<file path="config.mk">
export PLATFORM = sky130hd
export DESIGN_NAME = hot_pixel_model_align_subtract_top
export DESIGN_NICKNAME = d
export VERILOG_FILES = /design/src/rtl/core/hpmas_pkg.sv /design/src/rtl/core/hpmas_ctrl.sv /design/src/rtl/core/hpmas_dp.sv /design/src/rtl/core/hot_pixel_model_align_subtract_top.sv
export VERILOG_INCLUDE_DIRS = /design/src /design/src/rtl/core
export SDC_FILE = /design/constraint.sdc
export NUM_CORES = 2
export LEC_CHECK = 0
export BUFFER_PORTS_ARGS = -buffer_cell sky130_fd_sc_hd__buf_4
export CAP_MARGIN = 10
export CORE_AREA = 4 4 550 443
export CTS_CLUSTER_SIZE = 30
export DETAILED_ROUTE_END_ITERATION = 16
export DIE_AREA = 0 0 554 447
export PLACE_DENSITY = 0.7
export SYNTH_ARGS = -nofsm -noshare
export SYNTH_HDL_FRONTEND = slang
export SYNTH_SLANG_ARGS = --single-unit
</file>
<file path="constraint.sdc">
create_clock -name clk -period 10.8 [get_ports clk]
set_clock_uncertainty 0.1 [all_clocks]
set_input_delay 0.54 -clock clk [delete_from_list [all_inputs] [get_ports clk]]
set_output_delay 0.54 -clock clk [all_outputs]
set_load 0.01 [all_outputs]
</file>
<file path="src/rtl/core/assert_macros.svh">
// Assertion macros shared by the hot pixel align/subtract RTL.
`ifndef ASSERT_MACROS_SVH
`define ASSERT_MACROS_SVH

// Expression must hold on every clock edge out of reset.
`define ASSERT_ALWAYS(label, clk, rst_n, expr, msg) \
    label: assert property (@(posedge clk) disable iff (!rst_n) (expr)) else $error(msg);

// Antecedent implies consequent in the next cycle.
`define ASSERT_NEXT(label, clk, rst_n, ante, cons, msg) \
    label: assert property (@(posedge clk) disable iff (!rst_n) (ante) |=> (cons)) \
        else $error(msg);

`endif

</file>
<file path="src/rtl/core/hpmas_pkg.sv">
// Package: constants and types shared by the hot pixel align/subtract block.
`default_nettype none

package hpmas_pkg;

    localparam int PIXEL_BITS  = 16;
    localparam int MODEL_SIDE  = 7;
    localparam int MODEL_CELLS = MODEL_SIDE * MODEL_SIDE;
    localparam int WIN_SIDE    = 12;
    localparam int WIN_CELLS   = WIN_SIDE * WIN_SIDE;
    localparam int SHIFT_COUNT = 6;
    localparam int SHIFT_OFS   = 3;
    localparam int MEDIAN_BITS = 16;
    localparam int CORR_BITS   = 17;

    // 49 cells of up to 2^PIXEL_BITS-1 each
    localparam int SAD_W  = PIXEL_BITS + 6;
    localparam int CORR_W = ((PIXEL_BITS > MEDIAN_BITS) ? PIXEL_BITS : MEDIAN_BITS) + 2;

    localparam logic [1:0] OP_LOAD_MODEL = 2'd0;
    localparam logic [1:0] OP_LOAD_WIN   = 2'd1;
    localparam logic [1:0] OP_RUN        = 2'd2;

    typedef struct packed {
        logic       emit;
        logic       first_cell;
        logic       last_cell;
        logic       first_off;
        logic       last_off;
        logic [2:0] x;
        logic [2:0] y;
        logic [2:0] ox;
        logic [2:0] oy;
    } hpmas_tag_t;

    typedef struct packed {
        logic       model_we;
        logic       win_we;
        logic       rd_valid;
        hpmas_tag_t tag;
    } hpmas_cmd_t;

    typedef struct packed {
        logic score_done;
        logic out_fire;
    } hpmas_status_t;

endpackage

`default_nettype wire

</file>
<file path="src/rtl/core/hpmas_ctrl.sv">
// Controller: accepts commands, sequences offset scoring and result emission.
`default_nettype none
`include "assert_macros.svh"

module hpmas_ctrl (
    input  wire logic                    clk,
    input  wire logic                    rst_n,
    input  wire logic                    s_tvalid,
    output logic                         s_tready,
    input  wire logic [1:0]              s_op,
    input  wire hpmas_pkg::hpmas_status_t status,
    output hpmas_pkg::hpmas_cmd_t        cmd
);
    import hpmas_pkg::*;

    typedef enum logic [2:0] {
        S_IDLE,
        S_SCORE,
        S_SCORE_WAIT,
        S_EMIT,
        S_EMIT_WAIT
    } state_t;

    localparam logic [2:0] SIDE_LAST  = 3'(MODEL_SIDE - 1);
    localparam logic [2:0] SHIFT_LAST = 3'(SHIFT_COUNT - 1);

    state_t     state_reg;
    logic [2:0] x_reg, y_reg, ox_reg, oy_reg;
    logic       rd_valid_reg;
    hpmas_tag_t tag_reg;
    logic       s_fire;
    logic       cell_last;
    logic       off_last;

    assign s_tready  = (state_reg == S_IDLE);
    assign s_fire    = s_tvalid && s_tready;
    assign cell_last = (x_reg == SIDE_LAST) && (y_reg == SIDE_LAST);
    assign off_last  = (ox_reg == SHIFT_LAST) && (oy_reg == SHIFT_LAST);

    always_comb
    begin
        cmd.model_we = s_fire && (s_op == OP_LOAD_MODEL);
        cmd.win_we   = s_fire && (s_op == OP_LOAD_WIN);
        cmd.rd_valid = rd_valid_reg;
        cmd.tag      = tag_reg;
    end

    always_ff @(posedge clk or negedge rst_n)
    begin
        if (!rst_n)
        begin
            state_reg    <= S_IDLE;
            x_reg        <= '0;
            y_reg        <= '0;
            ox_reg       <= '0;
            oy_reg       <= '0;
            rd_valid_reg <= 1'b0;
            tag_reg      <= '0;
        end
        else
        begin
            rd_valid_reg       <= 1'b0;
            tag_reg.x          <= x_reg;
            tag_reg.y          <= y_reg;
            tag_reg.ox         <= ox_reg;
            tag_reg.oy         <= oy_reg;
            tag_reg.first_cell <= (x_reg == 3'd0) && (y_reg == 3'd0);
            tag_reg.last_cell  <= cell_last;
            tag_reg.first_off  <= (ox_reg == 3'd0) && (oy_reg == 3'd0);
            tag_reg.last_off   <= off_last;
            tag_reg.emit       <= 1'b0;
            unique case (state_reg)
                S_IDLE:
                begin
                    x_reg  <= '0;
                    y_reg  <= '0;
                    ox_reg <= '0;
                    oy_reg <= '0;
                    if (s_fire && (s_op == OP_RUN))
                        state_reg <= S_SCORE;
                end
                S_SCORE:
                begin
                    rd_valid_reg <= 1'b1;
                    // y fastest, then x, then dy, then dx
                    if (y_reg != SIDE_LAST)
                        y_reg <= y_reg + 3'd1;
                    else
                    begin
                        y_reg <= '0;
                        if (x_reg != SIDE_LAST)
                            x_reg <= x_reg + 3'd1;
                        else
                        begin
                            x_reg <= '0;
                            if (oy_reg != SHIFT_LAST)
                                oy_reg <= oy_reg + 3'd1;
                            else
                            begin
                                oy_reg <= '0;
                                ox_reg <= ox_reg + 3'd1;
                            end
                        end
                    end
                    if (cell_last && off_last)
                    begin
                        ox_reg    <= '0;
                        state_reg <= S_SCORE_WAIT;
                    end
                end
                S_SCORE_WAIT:
                begin
                    if (status.score_done)
                        state_reg <= S_EMIT;
                end
                S_EMIT:
                begin
                    rd_valid_reg <= 1'b1;
                    tag_reg.emit <= 1'b1;
                    state_reg    <= S_EMIT_WAIT;
                end
                S_EMIT_WAIT:
                begin
                    if (status.out_fire)
                    begin
                        if (cell_last)
                            state_reg <= S_IDLE;
                        else
                            state_reg <= S_EMIT;
                        if (y_reg != SIDE_LAST)
                            y_reg <= y_reg + 3'd1;
                        else
                        begin
                            y_reg <= '0;
                            x_reg <= x_reg + 3'd1;
                        end
                    end
                end
                default:
                    state_reg <= S_IDLE;
            endcase
        end
    end

    `ASSERT_NEXT(a_score_done_when_waiting, clk, rst_n, status.score_done,
        state_reg == S_EMIT, "score done outside the scoring wait")
    `ASSERT_ALWAYS(a_out_fire_when_emitting, clk, rst_n,
        !status.out_fire || (state_reg == S_EMIT_WAIT), "result transfer outside emission")

endmodule

`default_nettype wire

</file>
<file path="src/rtl/core/hpmas_dp.sv">
// Datapath: model/window stores, SAD accumulate, best offset and correction.
`default_nettype none
`include "assert_macros.svh"

module hpmas_dp (
    input  wire logic                    clk,
    input  wire logic                    rst_n,
    input  wire hpmas_pkg::hpmas_cmd_t   cmd,
    output hpmas_pkg::hpmas_status_t     status,
    input  wire logic [7:0]              load_index,
    input  wire logic [15:0]             load_value,
    input  wire logic                    cfg_we,
    input  wire logic [15:0]             cfg_wdata,
    output logic                         m_tvalid,
    input  wire logic                    m_tready,
    output logic [31:0]                  m_tdata,
    output logic                         m_tlast
);
    import hpmas_pkg::*;

    logic [PIXEL_BITS-1:0] model_mem [MODEL_CELLS];
    logic [PIXEL_BITS-1:0] win_mem   [WIN_CELLS];

    logic [PIXEL_BITS-1:0] load_pix;
    logic [5:0]            maddr;
    logic [7:0]            waddr;
    logic [2:0]            ox_sel, oy_sel;

    logic [PIXEL_BITS-1:0] m_rd_reg, w_rd_reg;
    logic                  p1_valid_reg;
    hpmas_tag_t            p1_tag_reg;

    logic signed [PIXEL_BITS:0] diff;
    logic signed [PIXEL_BITS:0] d_reg;
    logic [PIXEL_BITS-1:0]      absd_reg;
    logic                       p2_valid_reg;
    hpmas_tag_t                 p2_tag_reg;

    logic [SAD_W-1:0] acc_reg, best_sum_reg, sum_now;
    logic [2:0]       best_ox_reg, best_oy_reg;
    logic             score_done_reg;

    logic signed [PIXEL_BITS:0] d_adj, half;
    logic signed [CORR_W-1:0]   v;
    logic [CORR_W-1:0]          v_abs;

    logic [MEDIAN_BITS-1:0] median_reg;
    logic                   m_tvalid_reg;
    logic [CORR_BITS-1:0]   corr_reg;
    logic [2:0]             col_reg, row_reg, sx_reg, sy_reg;
    logic                   last_reg;

    assign load_pix = PIXEL_BITS'(load_value);

    // emission reads at the winning offset
    assign ox_sel = cmd.tag.emit ? best_ox_reg : cmd.tag.ox;
    assign oy_sel = cmd.tag.emit ? best_oy_reg : cmd.tag.oy;
    assign maddr  = 6'(cmd.tag.x) + 6'(cmd.tag.y) * 6'(MODEL_SIDE);
    assign waddr  = (8'(cmd.tag.y) + 8'(oy_sel)) * 8'(WIN_SIDE) + 8'(cmd.tag.x) + 8'(ox_sel);

    always_ff @(posedge clk)
    begin
        if (cmd.model_we && (load_index < 8'(MODEL_CELLS)))
            model_mem[load_index[5:0]] <= load_pix;
        if (cmd.win_we && (load_index < 8'(WIN_CELLS)))
            win_mem[load_index] <= load_pix;
        if (cmd.rd_valid)
        begin
            m_rd_reg <= model_mem[maddr];
            w_rd_reg <= win_mem[waddr];
        end
    end

    assign diff = $signed({1'b0, m_rd_reg}) - $signed({1'b0, w_rd_reg});

    always_ff @(posedge clk)
    begin
        p1_tag_reg <= cmd.tag;
        p2_tag_reg <= p1_tag_reg;
        d_reg      <= diff;
        absd_reg   <= diff[PIXEL_BITS] ? PIXEL_BITS'(-diff) : diff[PIXEL_BITS-1:0];
        acc_reg    <= sum_now;
    end

    assign sum_now = (p2_tag_reg.first_cell ? '0 : acc_reg) + SAD_W'(absd_reg);

    // halve toward zero, add the median, take magnitude
    assign d_adj = d_reg + $signed({{PIXEL_BITS{1'b0}}, d_reg[PIXEL_BITS]});
    assign half  = d_adj >>> 1;
    assign v     = CORR_W'(half) + $signed(CORR_W'({1'b0, median_reg}));
    assign v_abs = v[CORR_W-1] ? CORR_W'(-v) : CORR_W'(v);

    always_ff @(posedge clk or negedge rst_n)
    begin
        if (!rst_n)
        begin
            p1_valid_reg   <= 1'b0;
            p2_valid_reg   <= 1'b0;
            best_sum_reg   <= '1;
            best_ox_reg    <= '0;
            best_oy_reg    <= '0;
            score_done_reg <= 1'b0;
            median_reg     <= '0;
            m_tvalid_reg   <= 1'b0;
        end
        else
        begin
            p1_valid_reg   <= cmd.rd_valid;
            p2_valid_reg   <= p1_valid_reg;
            score_done_reg <= 1'b0;
            if (cfg_we)
                median_reg <= cfg_wdata;
            if (m_tvalid_reg && m_tready)
                m_tvalid_reg <= 1'b0;
            if (p2_valid_reg && !p2_tag_reg.emit && p2_tag_reg.last_cell)
            begin
                // first offset always taken, later ones only if strictly smaller
                if (p2_tag_reg.first_off || (sum_now < best_sum_reg))
                begin
                    best_sum_reg <= sum_now;
                    best_ox_reg  <= p2_tag_reg.ox;
                    best_oy_reg  <= p2_tag_reg.oy;
                end
                score_done_reg <= p2_tag_reg.last_off;
            end
            if (p2_valid_reg && p2_tag_reg.emit)
                m_tvalid_reg <= 1'b1;
        end
    end

    always_ff @(posedge clk)
    begin
        if (p2_valid_reg && p2_tag_reg.emit)
        begin
            corr_reg <= v_abs[CORR_BITS-1:0];
            col_reg  <= p2_tag_reg.x;
            row_reg  <= p2_tag_reg.y;
            sx_reg   <= best_ox_reg - 3'(SHIFT_OFS);
            sy_reg   <= best_oy_reg - 3'(SHIFT_OFS);
            last_reg <= p2_tag_reg.last_cell;
        end
    end

    assign m_tvalid          = m_tvalid_reg;
    assign m_tdata           = {3'b000, sy_reg, sx_reg, row_reg, col_reg, corr_reg};
    assign m_tlast           = last_reg;
    assign status.score_done = score_done_reg;
    assign status.out_fire   = m_tvalid_reg && m_tready;

    `ASSERT_ALWAYS(a_emit_into_empty_out, clk, rst_n,
        !(p2_valid_reg && p2_tag_reg.emit) || !m_tvalid_reg,
        "emission reached a full output register")
    `ASSERT_ALWAYS(a_no_score_during_output, clk, rst_n,
        !(p1_valid_reg && !p1_tag_reg.emit) || !m_tvalid_reg,
        "scoring read while a result is pending")

endmodule

`default_nettype wire

</file>
<file path="src/rtl/core/hot_pixel_model_align_subtract_top.sv">
// Top level: hot pixel model alignment by SAD search and model subtraction.
//
//  Channel  | Dir | Signals                 | Contents (low bit up)
//  s_*      | in  | tvalid tready tdata tuser | tdata: index[7:0] value[23:8]; tuser: op[1:0]
//  m_*      | out | tvalid tready tdata tlast | tdata: corrected[16:0] col[19:17] row[22:20]
//           |     |                          |        shift_x[25:23] shift_y[28:26]; tlast: last
//  cfg_*    | in  | we wdata                 | image_median
//
// Loads are accepted back to back while idle. A run scores 36 offsets x 49
// cells through one model read and one window read per cycle, drains the
// pipeline and settles the winner, then emits 49 results one at a time: the
// next read starts only after the previous result has been taken.
// Input is taken only while no run is in progress; m_tready low stalls emission.
// Reset is asynchronous; the stores hold no reset value.
`default_nettype none

module hot_pixel_model_align_subtract_top (
    input  wire logic        clk,
    input  wire logic        rst_n,
    input  wire logic        s_tvalid,
    output logic             s_tready,
    input  wire logic [23:0] s_tdata,   // index[7:0], value[23:8]
    input  wire logic [1:0]  s_tuser,   // op[1:0]
    output logic             m_tvalid,
    input  wire logic        m_tready,
    output logic [31:0]      m_tdata,   // corrected, col, row, shift_x, shift_y, zero pad
    output logic             m_tlast,
    input  wire logic        cfg_we,
    input  wire logic [15:0] cfg_wdata
);
    import hpmas_pkg::*;

    hpmas_cmd_t    cmd;
    hpmas_status_t status;

    hpmas_ctrl u_ctrl (
        .clk      (clk),
        .rst_n    (rst_n),
        .s_tvalid (s_tvalid),
        .s_tready (s_tready),
        .s_op     (s_tuser),
        .status   (status),
        .cmd      (cmd)
    );

    hpmas_dp u_dp (
        .clk        (clk),
        .rst_n      (rst_n),
        .cmd        (cmd),
        .status     (status),
        .load_index (s_tdata[7:0]),
        .load_value (s_tdata[23:8]),
        .cfg_we     (cfg_we),
        .cfg_wdata  (cfg_wdata),
        .m_tvalid   (m_tvalid),
        .m_tready   (m_tready),
        .m_tdata    (m_tdata),
        .m_tlast    (m_tlast)
    );

endmodule

`default_nettype wire
</file>
# Word-level counts from Yosys, hierarchy flattened
# Memory sizes are Yosys's and may differ from the RTL's. A register that Yosys moved wholly into a read port is not among the register bits.
# Cells that the tools add are included.
[op_classes]
add_sub_neg = 16
mul = 2
n_lt_le_gt_ge = 3
eq_ne = 23
n_mux = 37
reduce_logical = 33
[op_table]
columns = ["operator", "n"]
rows = [
  ["two-way mux 3 bit", 19],
  ["adder 22 x 16 -> 22 bit", 1],
  ["less-than comparator 22 bit", 1],
  ["two-way mux 22 bit", 1],
  ["adder 16 x 17 -> 18 bit", 1],
  ["inequality test 3 bit (second input constant)", 6],
  ["one-hot mux 3 bit (3 select lines)", 2],
  ["adder 17 x 2 -> 17 bit", 1],
  ["two-way mux 17 bit", 1],
  ["negator 17 bit", 1],
  ["subtractor 16 x 16 -> 17 bit", 1],
  ["adder 8 x 3 -> 8 bit", 2],
  ["two-way mux 16 bit", 1],
  ["negator 16 bit", 1],
  ["equality test 3 bit (second input constant)", 5],
  ["logical AND 1 bit", 15],
  ["zero test 3 bit", 5],
  ["one-hot mux 3 bit (5 select lines)", 1],
  ["adder 3 x 1 -> 3 bit (second input constant)", 4],
  ["one-hot mux 3 bit (2 select lines)", 2],
  ["AND reduction 4 bit", 3],
  ["inequality test 2 bit (second input constant)", 5],
  ["two-way mux 1 bit", 9],
  ["less-than comparator 8 x 6 -> 1 bit (second input constant)", 1],
  ["20 further kinds", 25],
]
[word_totals]
register_bits = 200
ramBits = 3088
out_inout_bits = 35
elab_cells = 166
n_memories = 2
[mem_list]
columns = ["name", "depth", "width", "rd", "rd_clocked_by_memory_dff", "write_ports", "line_no", "text"]
rows = [
  ["u_dp.win_mem", 144, 16, 1, 1, 1, "hpmas_dp.sv:22", "logic [PIXEL_BITS-1:0] win_mem [WIN_CELLS];"],
  ["u_dp.model_mem", 49, 16, 1, 1, 1, "hpmas_dp.sv:21", "logic [PIXEL_BITS-1:0] model_mem [MODEL_CELLS];"],
]

# Logic depth before layout (Yosys ltp)
[depth]
word_depth = 6
depth_mapped = 22
mapped_depth_nobuf = 20

# Cells and area by module
# Synthesis repeated with hierarchy kept, for this count alone.
[hier_totals]
cells_unflattened = 6014
hier_area_um2 = 130307.5
[by_module_without_submodules]
columns = ["mod", "instances", "cells_per_inst", "area_per_inst_um2", "seq_area_each_um2"]
rows = [
  ["hpmas_dp", 1, 5883, 128842.3, 97581.1],
  ["hpmas_ctrl", 1, 131, 1465.2, 825.8],
]

# Worst setup path before layout
# Ideal clock, no wire load.
[synth_path]
path_kind = "reg-to-reg"
startpoint = "register u_ctrl.tag_reg (netlist bit u_ctrl.cmd[16])"
endpoint = "register u_dp.w_rd_reg[1] (read register of u_dp.win_mem), data pin"
setup_time_ps = 266
arrival_time_ps = 4212
required_ps = 10434
slack_ps = 6222
path_stages_with_launch = 16
path_buffers = 2
synth_period_minus_slack_ps = 4578
path_cell_list = "dfrtp_1 > clkbuf_1 > mux2_2 > ha_1 > inv_1 > fa_1 > inv_1 > ha_1 > fa_1 > xnor2_2 > buf_2 > mux4_2 > mux2i_1 > mux2i_1 > mux2i_1 > o21ai_1"
[synth_between]
elab_chain_cells = 5
elab_cells_between_ends = 6
cone_classes = "add/sub (3); mul (1); mux (2)"
[synth_lines]
columns = ["item", "line_no", "text"]
rows = [
  ["from (decl)", "hpmas_ctrl.sv:30", "hpmas_tag_t tag_reg;"],
  ["two-way mux 3 bit", "hpmas_dp.sv:57", "assign oy_sel = cmd.tag.emit ? best_oy_reg : cmd.tag.oy;"],
  ["adder 3 x 3 -> 4 bit", "hpmas_dp.sv:59", "assign waddr = (8'(cmd.tag.y) + 8'(oy_sel)) * 8'(WIN_SIDE) + 8'(cmd.tag.x) + 8'(ox_sel);"],
  ["multiplier 8 x 2 -> 6 bit", "hpmas_dp.sv:59", ""],
  ["adder 8 x 3 -> 8 bit", "hpmas_dp.sv:59", ""],
  ["adder 8 x 3 -> 8 bit (*)", "hpmas_dp.sv:59", ""],
  ["to (decl)", "hpmas_dp.sv:29", "logic [PIXEL_BITS-1:0] m_rd_reg, w_rd_reg;"],
]
# Mark *: on every way between the ends. The rest lies on a longest branch, timed or not.
# A chain may end at the register's enable or synchronous reset.

# Worst setup path in the final report
[layout_path]
startpoint = "register u_ctrl.tag_reg (netlist bit u_ctrl.cmd[16])"
endpoint = "register u_dp.w_rd_reg[6] (read register of u_dp.win_mem), data pin"
# The elaborated chain is that of the path after synthesis.

==> run_results.csv <==
group,metric,value,unit
global_routing,grt_pass1_wl,455,mm
synthesis,synth_cell_type_count,78,
place,port_buffers,78,
power_and_ir_drop,peakVddDrop,0.494,mV
setup_path,max_stage_delay,670,ps
setup_path,critPathBufInv,4,
cells_and_area,fillers,16058,
clocking,clock-root-buffer,"clkbuf_16",
clocking,cts_num_sinks,3319,
timing,setup_violations,0,
floorplanning,die_w,554,µm
clocking,clk_pin_slew,60,ps
synthesis,synth.cell_area,130000,µm²
clocking,cts_tree,"yes",
drt,drt_wl_total,315,mm
setup_path,cp_num_cells,16,
clocking,insertion_delay,880,ps
floorplanning,num_rows,160,
timing,maxSlewHeadroom,11.7,%
drt,vias_per_cell,6.49,
timing,final_max_slew_viol_count,0,
synthesis,ys_warn_count,0,
cells_and_area,fin_nets,6505,
drt,drt_iter0_drc,9462,
global_routing,gr-total-overflow,0,
synthesis,ys_ff_latch,3319,
drt,via_count,63326,
cells_and_area,drive_gt1_share,28.3,%
global_routing,grt_util_all_layers,25.5,%
drt,route.detailed.wl_per_inst,32.3,µm
clocking,cts_resized,0,
clocking,post_cts_buffers,0,
setup_path,crit_family,"multiplexers",
synthesis,ys.flop_type,"edfxtp_1",
global_routing,grt_max_degree,127,
global_routing,antenna_found_initial,20,
timing,clock.fmax,161,MHz
cells_and_area,area_delta_synth_final,12.4,%
floorplanning,core_area,237000,µm²
floorplanning,fp.dieH,447,µm
timing,period_minus_slack,6210,ps
floorplanning,dieArea,248000,µm²
floorplanning,ios,82,
setup_path,rr_worst_depth,16,
cells_and_area,final_common_cell,"edfxtp_1",
setup_path,critPathArrivalTime,6700,ps
timing,hold_violations,0,
clocking,clockBufferDepth,4,
synthesis,yosys-top-cells-area,"edfxtp_1 (73%), mux4_2 (16%), dfxtp_1 (1.4%), dfrtp_1 (1.1%), ha_1 (1.0%)",
setup_path,critical_path_class,"reg -> reg",
place,place_hpwl,181,mm
hold_path,hold_depth,1,
global_routing,grt_pass1_vias,62525,
power_and_ir_drop,p_leak,0.0464,µW
synthesis,synth_edf_count,3150,
drt,final_antenna_net_count,0,
cells_and_area,utilization,61.6,%
timing,worst_pin_slew,1330,ps
synthesis,avgSynthCellArea,22.0,µm²
place,place.gp.congestion,0.822,
setup_path,path_max_fanout,37,
synthesis,netlist_instances,5929,
cells_and_area,top_register,"u_dp.win_mem",
setup_path,critPathSlowestCell,"buf_4",
synthesis,yosysTopAreaCellShare,72.6,%
hold_path,hold_class,"in -> reg",
drt,drt_first_pass_iters,6,
synthesis,synth_top_cell_by_area,"edfxtp_1",
floorplanning,initial_core_util,54.9,%
timing,post-route-period-util,57.5,%
drt,post-route-drc-count,0,
clocking,numCtsBuffers,316,
synthesis,yosysSeqAreaShare,75.6,%
job,maxCapViolCount,0,
setup_path,crit_path_end_kind,"register",
setup_path,worst_setup_path_start_kind,"register",
cells_and_area,layout_common_cells,"edfxtp_1 (3,150), mux4_2 (949), clkbuf_16 (325)",
status,outcome,"finished clean",
cells_and_area,largest_reg_flops,2304,
clocking,cts_htree_levels,5,
synthesis,async_flop_share,2.44,%
setup_path,crit_chain,"mux2_2, ha_1, inv_1, fa_1, inv_1, ha_1, ha_1, a21oi_4, xor2_4, buf_4, buf_4, mux4_2, mux2i_1, mux2_2, mux2_2, o21ai_1",
power_and_ir_drop,power.density,267,nW/µm²
timing,rsz0062_at_grt,"no",
timing,setup-tns-final,0,ps
clocking,hold_buffers,35,
setup_path,required,11290,ps
-- path summary, 6_finish.rpt --
kind,start,endpoint,slack [ps]
worst max-delay path,u_ctrl.cmd[16]$_DFF_PN0_,u_dp.w_rd_reg[6]$_DFFE_PP_,4590
worst min-delay path,s_tdata[19],u_dp.win_mem[51][11]$_DFFE_PP_,40
min in group asynchronous,rst_n,u_dp.median_reg[1]$_DFFE_PN0P_,570
worst min register to register,u_dp.p1_tag_reg[3]$_DFF_P_,u_dp.p2_tag_reg[3]$_DFF_P_,220
worst max register to register,u_ctrl.cmd[16]$_DFF_PN0_,u_dp.w_rd_reg[6]$_DFFE_PP_,4590
max in group asynchronous,rst_n,u_dp.median_reg[0]$_DFFE_PN0P_,8940
-- layout make-up --
class	instances	area, µm²	share of cell area, %
repair buffers	383	3180	2.17
clock buffers	394	8450	5.77
clock inverters	171	1600	1.09
well taps	3159	3950	2.70
inverters	102	383	0.262
diodes	6	15.0	0.0103
multi-input cells	2221	30400	20.8
flip-flops and latches	3319	98400	67.2
-- cell usage after synthesis (all sizes together) (53+ instances only) --
cell / instances
o21ai: 76
a21oi: 66
mux4: 949
inv: 102
clkbuf: 149
nand3: 53
xnor2: 66
buf: 140
dfrtp: 59
mux2i: 93
dfxtp: 88
ha: 104
nor2: 250
edfxtp: 3150
nand2: 133
-- where the power goes --
| group | internal [µW] | switching, µW |
|---|---|---|
| logic | 6020 | 7440 |
| clock network | 6230 | 4680 |
| registers | 14500 | 241 |
| total | 26800 | 12400 |
-- metrics by stage --
step	area [µm²]	power [µW]	worst slack, ps	hold slack (ps)	cells
floorplan	130000	24200	6220	144	5931
global placement	136000	28300	4650	211	9143
detailed placement	136000	28400	4700	212	9144
CTS	146000	39300	4680	0.956	9744
global route	146000	40800	4260	46.0	9751
finish	146000	39100	4590	43.7	9755
-- worst register-to-register path, cell delays in order, from the launching register on --
cell,delay (ps)
dfrtp_1,500
mux2_2,380
ha_1,200
inv_1,90
fa_1,410
inv_1,120
ha_1,250
ha_1,420
a21oi_4,320
xor2_4,160
buf_4,660
buf_4,720
mux4_2,630
mux2i_1,510
mux2_2,300
mux2_2,160
o21ai_1,60
-- cell families (layout without fill, tap and decap cells) --
logic type	count (synthesis)	in the layout	synth area share (%)
and+or+nand+nor	605	605	2.15
buffers and inverters	391	1050	1.30
DFF	3319	3319	75.6
other	1	9	0.00288
muxes	1093	1093	17.6
xor gates and xnor gates	100	100	0.693
AOI/OAI and AO/OA	305	305	1.57
adders and majority gates	115	115	1.17
-- layer usage --
| metal | routed length (µm) | vias up | global-route usage, % |
|---|---|---|---|
| li1 | - | 25522 | - |
| met1 | 127000 | 33686 | 38.9 |
| met2 | 143000 | 3690 | 37.4 |
| met3 | 37600 | 426 | 6.72 |
| met4 | 7740 | 2 | 6.45 |
| met5 | 11 | - | 0 |
Note: power is estimated with default switching activity, not from simulation.
